**config.mk**
```make
export PLATFORM = sky130hd
export DESIGN_NAME = scan_code_to_ascii_decoder
export DESIGN_NICKNAME = d
export VERILOG_FILES = /design/src/sv/sca_pkg.sv /design/src/sv/sca_decode.sv /design/src/sv/scan_code_to_ascii_decoder.sv
export VERILOG_INCLUDE_DIRS = /design/src /design/src/sv
export SDC_FILE = /design/constraint.sdc
export NUM_CORES = 1
export LEC_CHECK = 0
export BUFFER_PORTS_ARGS = -buffer_cell sky130_fd_sc_hd__buf_2
export CORE_UTILIZATION = 60
export CTS_BUF_LIST = sky130_fd_sc_hd__clkbuf_8 sky130_fd_sc_hd__clkbuf_16
export CTS_CLUSTER_DIAMETER = 120
export DETAILED_ROUTE_END_ITERATION = 16
export PLACE_DENSITY_LB_ADDON = 0.08
export SYNTH_ARGS = -nofsm -noshare
export SYNTH_HDL_FRONTEND = slang
export SYNTH_SLANG_ARGS = --single-unit
```
**constraint.sdc**
```tcl
create_clock -name clk -period 3 [get_ports clk]
set_input_delay 0.3 -clock clk [delete_from_list [all_inputs] [get_ports clk]]
set_output_delay 0.3 -clock clk [all_outputs]
set_load 0.01 [all_outputs]
```
**src/sv/scan_code_to_ascii_decoder_macros.svh**
```systemverilog
// assertion macros used by the scan code decoder top level
`ifndef SCAN_CODE_TO_ASCII_DECODER_MACROS_SVH
`define SCAN_CODE_TO_ASCII_DECODER_MACROS_SVH

// same-cycle implication, checked on every clock out of reset
`define SCA_ASSERT_SAME(label, clk, rst_n, ante, cons) \
    label: assert property (@(posedge clk) disable iff (!rst_n) (ante) |-> (cons)) \
        else $error("decoder assertion failed");

// next-cycle implication, checked on every clock out of reset
`define SCA_ASSERT_NEXT(label, clk, rst_n, ante, cons) \
    label: assert property (@(posedge clk) disable iff (!rst_n) (ante) |=> (cons)) \
        else $error("decoder assertion failed");

`endif

```
**src/sv/sca_pkg.sv**
```systemverilog
// types, scan code constants and character tables for the scan code decoder
`timescale 1ns / 1ps
`default_nettype none

package sca_pkg;

    localparam logic [7:0] BREAK_BIT   = 8'h80;
    localparam logic [6:0] KEY_MASK    = 7'h7f;
    localparam logic [6:0] SC_LSHIFT   = 7'h2a;
    localparam logic [6:0] SC_RSHIFT   = 7'h36;
    localparam logic [6:0] SC_CAPSLOCK = 7'h3a;
    localparam logic [6:0] CHAR_NONE   = 7'h00;

    // modifier flags kept between words
    typedef struct packed {
        logic left_shift;
        logic right_shift;
        logic caps_lock;
    } mod_flags_t;

    // what one scan word does
    typedef struct packed {
        logic       emit;
        logic [6:0] code;
        mod_flags_t flags;
    } decode_result_t;

    // unshifted character for each make code, zero where there is none
    function automatic logic [6:0] base_map(input logic [6:0] key);
        logic [6:0] c;
        unique case (key)
            7'h02: c = 7'h31;  7'h03: c = 7'h32;  7'h04: c = 7'h33;  7'h05: c = 7'h34;
            7'h06: c = 7'h35;  7'h07: c = 7'h36;  7'h08: c = 7'h37;  7'h09: c = 7'h38;
            7'h0a: c = 7'h39;  7'h0b: c = 7'h30;  7'h0c: c = 7'h2d;  7'h0d: c = 7'h3d;
            7'h0e: c = 7'h08;  7'h0f: c = 7'h09;
            7'h10: c = 7'h71;  7'h11: c = 7'h77;  7'h12: c = 7'h65;  7'h13: c = 7'h72;
            7'h14: c = 7'h74;  7'h15: c = 7'h79;  7'h16: c = 7'h75;  7'h17: c = 7'h69;
            7'h18: c = 7'h6f;  7'h19: c = 7'h70;  7'h1a: c = 7'h5b;  7'h1b: c = 7'h5d;
            7'h1c: c = 7'h0a;  7'h1e: c = 7'h61;  7'h1f: c = 7'h73;
            7'h20: c = 7'h64;  7'h21: c = 7'h66;  7'h22: c = 7'h67;  7'h23: c = 7'h68;
            7'h24: c = 7'h6a;  7'h25: c = 7'h6b;  7'h26: c = 7'h6c;  7'h27: c = 7'h3b;
            7'h28: c = 7'h27;  7'h29: c = 7'h60;  7'h2b: c = 7'h5c;
            7'h2c: c = 7'h7a;  7'h2d: c = 7'h78;  7'h2e: c = 7'h63;  7'h2f: c = 7'h76;
            7'h30: c = 7'h62;  7'h31: c = 7'h6e;  7'h32: c = 7'h6d;  7'h33: c = 7'h2c;
            7'h34: c = 7'h2e;  7'h35: c = 7'h2f;  7'h39: c = 7'h20;
            default: c = CHAR_NONE;
        endcase
        return c;
    endfunction

    function automatic logic is_lower(input logic [6:0] c);
        return (c >= 7'h61) && (c <= 7'h7a);
    endfunction

    // shifted form of digits and punctuation, letters to upper case
    function automatic logic [6:0] shifted(input logic [6:0] c);
        logic [6:0] s;
        if (is_lower(c)) begin
            s = c - 7'h20;
        end
        else begin
            unique case (c)
                7'h30: s = 7'h29;  7'h31: s = 7'h21;  7'h32: s = 7'h40;  7'h33: s = 7'h23;
                7'h34: s = 7'h24;  7'h35: s = 7'h25;  7'h36: s = 7'h5e;  7'h37: s = 7'h26;
                7'h38: s = 7'h2a;  7'h39: s = 7'h28;  7'h2d: s = 7'h5f;  7'h3d: s = 7'h2b;
                7'h5b: s = 7'h7b;  7'h5d: s = 7'h7d;  7'h5c: s = 7'h7c;  7'h3b: s = 7'h3a;
                7'h27: s = 7'h22;  7'h2c: s = 7'h3c;  7'h2e: s = 7'h3e;  7'h2f: s = 7'h3f;
                7'h60: s = 7'h7e;
                default: s = c;
            endcase
        end
        return s;
    endfunction

endpackage

`default_nettype wire

```
**src/sv/sca_decode.sv**
```systemverilog
// combinational decode of one scan word against the current modifier flags
`timescale 1ns / 1ps
`default_nettype none

module sca_decode (
    input  wire logic [7:0]              scan_word,
    input  wire sca_pkg::mod_flags_t     flags,
    output sca_pkg::decode_result_t      result
);

    logic [6:0] key;
    logic       is_break;
    logic [6:0] base_c;
    logic [6:0] caps_c;

    assign key      = scan_word[6:0] & sca_pkg::KEY_MASK;
    assign is_break = (scan_word & sca_pkg::BREAK_BIT) != 8'h00;

    // table lookup, caps lock, then shift
    assign base_c = sca_pkg::base_map(key);
    assign caps_c = (flags.caps_lock && sca_pkg::is_lower(base_c)) ? base_c - 7'h20 : base_c;

    always_comb
    begin
        result.emit  = 1'b0;
        result.code  = (flags.left_shift || flags.right_shift) ? sca_pkg::shifted(caps_c)
                                                               : caps_c;
        result.flags = flags;
        if (is_break) begin
            // release: clear shift or toggle caps lock
            if (key == sca_pkg::SC_LSHIFT) begin
                result.flags.left_shift = 1'b0;
            end
            else if (key == sca_pkg::SC_RSHIFT) begin
                result.flags.right_shift = 1'b0;
            end
            else if (key == sca_pkg::SC_CAPSLOCK) begin
                result.flags.caps_lock = ~flags.caps_lock;
            end
        end
        else if (key == sca_pkg::SC_LSHIFT) begin
            result.flags.left_shift = 1'b1;
        end
        else if (key == sca_pkg::SC_RSHIFT) begin
            result.flags.right_shift = 1'b1;
        end
        else begin
            result.emit = base_c != sca_pkg::CHAR_NONE;
        end
    end

endmodule

`default_nettype wire

```
**src/sv/scan_code_to_ascii_decoder.sv**
```systemverilog
// set-1 scan code to ascii decoder, top level
// an accepted scan word is held in the input register, then decoded into the output register,
// from which the character is taken; a word waits in the input register while the output stalls
// throughput: one word per cycle unless the output stalls; input and output registers each hold one
// a word is decoded as it leaves the input register, which is when modifier flags update
// reset clears both valid bits and the shift and caps lock flags; payloads are not reset
`timescale 1ns / 1ps
`default_nettype none

`include "scan_code_to_ascii_decoder_macros.svh"

module scan_code_to_ascii_decoder (
    input  wire logic       clk,
    input  wire logic       rst_n,
    input  wire logic       in_valid,
    output logic            in_ready,
    input  wire logic [7:0] scan_byte,
    output logic            out_valid,
    input  wire logic       out_ready,
    output logic [6:0]      ascii_char
);

    logic                    in_valid_reg;
    logic [7:0]              scan_reg;
    logic                    out_valid_reg;
    logic [6:0]              char_reg;
    sca_pkg::mod_flags_t     flags_reg;
    sca_pkg::decode_result_t dec;
    logic                    advance;

    // the input word moves on whenever the output slot is free or being taken
    assign advance  = !out_valid_reg || out_ready;
    assign in_ready = !in_valid_reg || advance;

    sca_decode u_decode (
        .scan_word (scan_reg),
        .flags     (flags_reg),
        .result    (dec)
    );

    // input register
    always_ff @(posedge clk or negedge rst_n)
    begin
        if (!rst_n) begin
            in_valid_reg <= 1'b0;
        end
        else if (in_ready) begin
            in_valid_reg <= in_valid;
        end
    end

    always_ff @(posedge clk)
    begin
        if (in_valid && in_ready) begin
            scan_reg <= scan_byte;
        end
    end

    // modifier flags and output valid
    always_ff @(posedge clk or negedge rst_n)
    begin
        if (!rst_n) begin
            flags_reg     <= '0;
            out_valid_reg <= 1'b0;
        end
        else if (advance) begin
            out_valid_reg <= in_valid_reg && dec.emit;
            if (in_valid_reg) begin
                flags_reg <= dec.flags;
            end
        end
    end

    // output character register
    always_ff @(posedge clk)
    begin
        if (advance && in_valid_reg && dec.emit) begin
            char_reg <= dec.code;
        end
    end

    assign out_valid  = out_valid_reg;
    assign ascii_char = char_reg;

    // a break word never produces a character
    `SCA_ASSERT_NEXT(a_break_silent, clk, rst_n,
        advance && in_valid_reg && scan_reg[7], !out_valid_reg)

    // left shift release leaves left shift clear
    `SCA_ASSERT_NEXT(a_lshift_clear, clk, rst_n,
        advance && in_valid_reg && scan_reg == {1'b1, sca_pkg::SC_LSHIFT},
        !flags_reg.left_shift)

    // caps lock release flips caps lock
    `SCA_ASSERT_NEXT(a_caps_toggle, clk, rst_n,
        advance && in_valid_reg && scan_reg == {1'b1, sca_pkg::SC_CAPSLOCK},
        flags_reg.caps_lock != $past(flags_reg.caps_lock))

    // a delivered character is never the empty code
    `SCA_ASSERT_SAME(a_char_nonzero, clk, rst_n,
        out_valid_reg, char_reg != sca_pkg::CHAR_NONE)

endmodule

`default_nettype wire
```
==> impl_summary.md <==
Setup path
Across all register-to-register paths, the minimum setup slack is 0.23 ns. The launching element type of the critical path is a flop. Following the worst setup path forward leads to its endpoint at ascii_char[0]. In this run the critical register-to-register path is captured at ascii_char[0]. The worst setup path is of the flop to flop kind. STA classifies the critical path endpoint as a flop.

The cell depth of the worst flop-to-flop path is 10. The launching point of the worst reg2reg path is scan_reg[6]. In this run the worst setup path begins at scan_reg[6]. The worst path arrival time is around 2.8 ns. In this run the worst path has a maximum fanout of 6. The data required time at the worst endpoint is 3.01 ns.

Route
The final routed wirelength across all metal layers is 5810 microns. The mean number of vias per cell is 6.59. Summing over every cut layer, the via total after detailed routing is 2274.

The first-pass iteration count of the detailed router is 5. The number of nets still failing antenna checks after routing is 0. After detailed routing, the number of remaining DRC violations is 0. The iteration-0 DRC count of the detailed router is ~290. The wire length per cell after detailed routing is 16.8 microns.

Layout
The fraction of layout cells with a size suffix above 1 is 0.168. The most frequent standard cell in the layout excluding fill and tap cells is sky130_fd_sc_hd__nor2_1. The area added between synthesis and finish is 8.56%. The total number of nets in the final design is 322.

The library cells used most frequently in the layout, excluding fill and tap cells, are sky130_fd_sc_hd__nor2_1, sky130_fd_sc_hd__nand2_1, sky130_fd_sc_hd__buf_2. The antenna diode count is 0.

Logic synthesis
Counting every net in the synthesized netlist gives 303. The mean cell area of the mapped netlist is 8.59 sq um. The count of mapped cells out of synthesis is 279. The async set-or-reset flop fraction in the synthesized netlist is 0.185.

For this run, the register share of the synthesized area comes to 0.299. Counting distinct cell types in the post-synthesis netlist gives 67. The cell area after synthesis is 2400 sq um. In this run, synthesis inferred 15 flip-flops with an integrated enable.

After synthesis the netlist holds a flip-flop and latch count of 27. For this run, the number of Yosys warnings is 0. The dominant synthesized flop cell is sky130_fd_sc_hd__edfxtp_1.

STA
Setup repair after global routing left no endpoint under its margin. Static timing analysis puts the maximum clock frequency at approximately 360 MHz. The worst relative slew slack is 0.658. Across all hold checks on the routed design, the worst slack comes to roughly 0.22 ns.

Setup violations remaining at the end of the flow were counted as 0. The final cycle utilization of the critical path is 0.923. The clock skew is 0.00648 ns. After routing, the total negative slack on setup checks comes to 0 ns. The clock period minus final worst setup slack is 2.77 ns. The count of final max-slew check failures was 0.

At the pin with the least slew margin, the transition time is just over 0.5 ns. The number of hold-slack violations in the final timing report is 0.

Global routing
The layer flagged by global routing as most heavily used is met2. The global routing usage on met3 is 0.0451. The global-route track usage on met2 is 0.459. The first global-routing pass estimated around 9900 microns of wire. The number of global-route vias before repair was roughly 2100.

Summed over all layers, the global routing overflow is 0. The met1 demand-to-capacity share in global routing is 0.426. The total track usage is 0.296. Entering global routing, the biggest net connects 23 pins. The number of antenna violations at the first check in global routing is 0.

Clock network
Counting along the longest clock path gives a buffer depth of 2. The CTS H-tree depth is 1. In this run, CTS created clock tree buffers numbering 3. Clock-pin slew was measured on the worst setup and hold paths at approximately 0.09 ns. The root buffer cell is sky130_fd_sc_hd__clkbuf_8. TritonCTS built the clock tree. The number of sinks driven by the clock tree is 27.

The number of setup buffers added after CTS is 0. The clock insertion delay at the later pin of the skew report is 0.27 ns.

Power and ir drop
Of the total power, registers draw 0.409. The worst-case IR drop observed on VDD is 240 uV. The power per cell area is 485 nW/um^2.

The internal power is 752 uW. The switching share of power is 0.404. The share of total power in the clock network is 0.165. The share of total power in combinational logic is 0.426. The power spent charging and discharging nets is 510 uW. For this design the static power due to leakage is 1.01 nW.

Die
The die is about 65 microns tall. The area of the placeable core is 3740 sq um. The width of the die is 65.2 microns.

The floorplan step defined a die boundary enclosing 4250 sq um. The top-level port count is 21. The floorplan has 22 rows.

For this configuration, the core starts out at a cell density of 0.640.

Place
The placed wire-length estimate is 4330 microns. The last weighted congestion value of the routability-driven placer is 0.977. The number of I/O port buffers is 20.

Outcome
The flow ran to the end, and the final reports show no timing, DRC or antenna violations.

Hold path
The worst hold path belongs to the class primary input to flop.

Job
Max-cap violations in this run came to 0.
-- how the worst min path moves through the flow --
stage                         to         start  cells past startpoint  slack [ns]
detailed placement     out_valid         rst_n                      1        0.12
floorplan           flags_reg[0]         rst_n                      0       0.004
finish               scan_reg[1]  scan_byte[1]                      1        0.22
global route         scan_reg[7]  scan_byte[7]                      1        0.21
global placement    flags_reg[1]         rst_n                      1        0.12
CTS                  scan_reg[7]  scan_byte[7]                      1        0.21
-- final cells by class --
type                    count  area, sq um
flip-flops and latches     27          716
well taps                  48         60.1
repair buffers             31          185
clock inverters             1         5.00
fillers                   318         1140
multi-input cells         221         1540
clock buffers               3         41.3
inverters                  14         52.6
-- critical path: stages, from the launching register on --
cell,delay [ns]
sky130_fd_sc_hd__edfxtp_1,0.39
sky130_fd_sc_hd__nand2b_1,0.27
sky130_fd_sc_hd__inv_1,0.23
sky130_fd_sc_hd__ha_1,0.17
sky130_fd_sc_hd__inv_1,0.05
sky130_fd_sc_hd__a211oi_2,0.23
sky130_fd_sc_hd__o21a_4,0.23
sky130_fd_sc_hd__mux2i_1,0.29
sky130_fd_sc_hd__o22ai_1,0.20
sky130_fd_sc_hd__a211oi_1,0.32
sky130_fd_sc_hd__o2bb2ai_1,0.13
-- power by group through the flow --
stage	clock [mW]	sequential (mW)	combinational, mW
after floorplan	0	0.486	0.433
after global placement	0	0.521	0.515
after detailed placement	0	0.523	0.522
after CTS	0.208	0.516	0.525
after global routing	0.221	0.528	0.593
final	0.208	0.517	0.537
-- synthesized netlist by cell type, types with 2 or more instances --
master | number | share of area
sky130_fd_sc_hd__a2111oi_0 | 2 | 0.0073
sky130_fd_sc_hd__a211oi_1 | 3 | 0.0094
sky130_fd_sc_hd__a21o_1 | 2 | 0.0063
sky130_fd_sc_hd__a21oi_1 | 19 | 0.040
sky130_fd_sc_hd__a31oi_1 | 7 | 0.018
sky130_fd_sc_hd__and3_1 | 3 | 0.0078
sky130_fd_sc_hd__and3b_1 | 2 | 0.0073
sky130_fd_sc_hd__buf_2 | 6 | 0.013
sky130_fd_sc_hd__buf_4 | 2 | 0.0063
sky130_fd_sc_hd__clkbuf_1 | 8 | 0.013
sky130_fd_sc_hd__dfrtp_1 | 5 | 0.052
sky130_fd_sc_hd__dfxtp_1 | 7 | 0.058
sky130_fd_sc_hd__edfxtp_1 | 15 | 0.19
sky130_fd_sc_hd__ha_1 | 12 | 0.063
sky130_fd_sc_hd__inv_1 | 14 | 0.022
sky130_fd_sc_hd__mux2_2 | 4 | 0.019
sky130_fd_sc_hd__mux2i_1 | 9 | 0.038
sky130_fd_sc_hd__mux4_2 | 2 | 0.019
sky130_fd_sc_hd__nand2_1 | 20 | 0.031
sky130_fd_sc_hd__nand2b_1 | 9 | 0.023
sky130_fd_sc_hd__nand3_1 | 4 | 0.0084
sky130_fd_sc_hd__nand3b_1 | 2 | 0.0063
sky130_fd_sc_hd__nor2_1 | 26 | 0.041
sky130_fd_sc_hd__nor2b_1 | 4 | 0.010
sky130_fd_sc_hd__nor3_1 | 11 | 0.023
sky130_fd_sc_hd__nor4_1 | 4 | 0.010
sky130_fd_sc_hd__o211ai_1 | 4 | 0.013
sky130_fd_sc_hd__o21ai_0 | 19 | 0.040
sky130_fd_sc_hd__o22a_1 | 2 | 0.0073
sky130_fd_sc_hd__o22ai_1 | 5 | 0.013
sky130_fd_sc_hd__o31ai_1 | 4 | 0.013
sky130_fd_sc_hd__o32a_1 | 2 | 0.0084
sky130_fd_sc_hd__o32ai_1 | 4 | 0.015
sky130_fd_sc_hd__xnor2_1 | 4 | 0.015
-- routing by layer --
metal	wire, microns	up-vias	part of all wire
li1	-	1095	-
met1	2640	1057	0.45
met2	2620	108	0.45
met3	461	14	0.079
met4	90	0	0.015
met5	0	-	0
-- what timing repair did --
action,CTS,global route
resized for setup,0,0
endpoints found under the hold margin,5,0
setup endpoints to repair,0,0
hold buffers,1,0
-- stage by stage --
step,setup slack (ns),std cells,utilization,power (mW),cell area (sq um)
after floorplan,0.160,279,-,0.919,2400
after global placement,0.331,340,0.680,1.04,2540
after detailed placement,0.285,340,0.680,1.04,2540
after CTS,0.278,345,0.695,1.25,2600
after global routing,0.0376,345,0.695,1.34,2600
final,0.232,345,0.695,1.26,2600
-- cells by family (layout without fill, tap and decap cells) --
kind of cell | count (synthesis) | after routing | synth area share
xor+xnor | 4 | 4 | 0.0146
compound gates | 94 | 94 | 0.283
flops | 27 | 27 | 0.299
buf+inv | 31 | 49 | 0.0580
fa+ha+maj | 12 | 12 | 0.0627
mux | 16 | 16 | 0.0809
simple gates | 95 | 95 | 0.203
No activity file was read; power rests on OpenSTA's default activity.
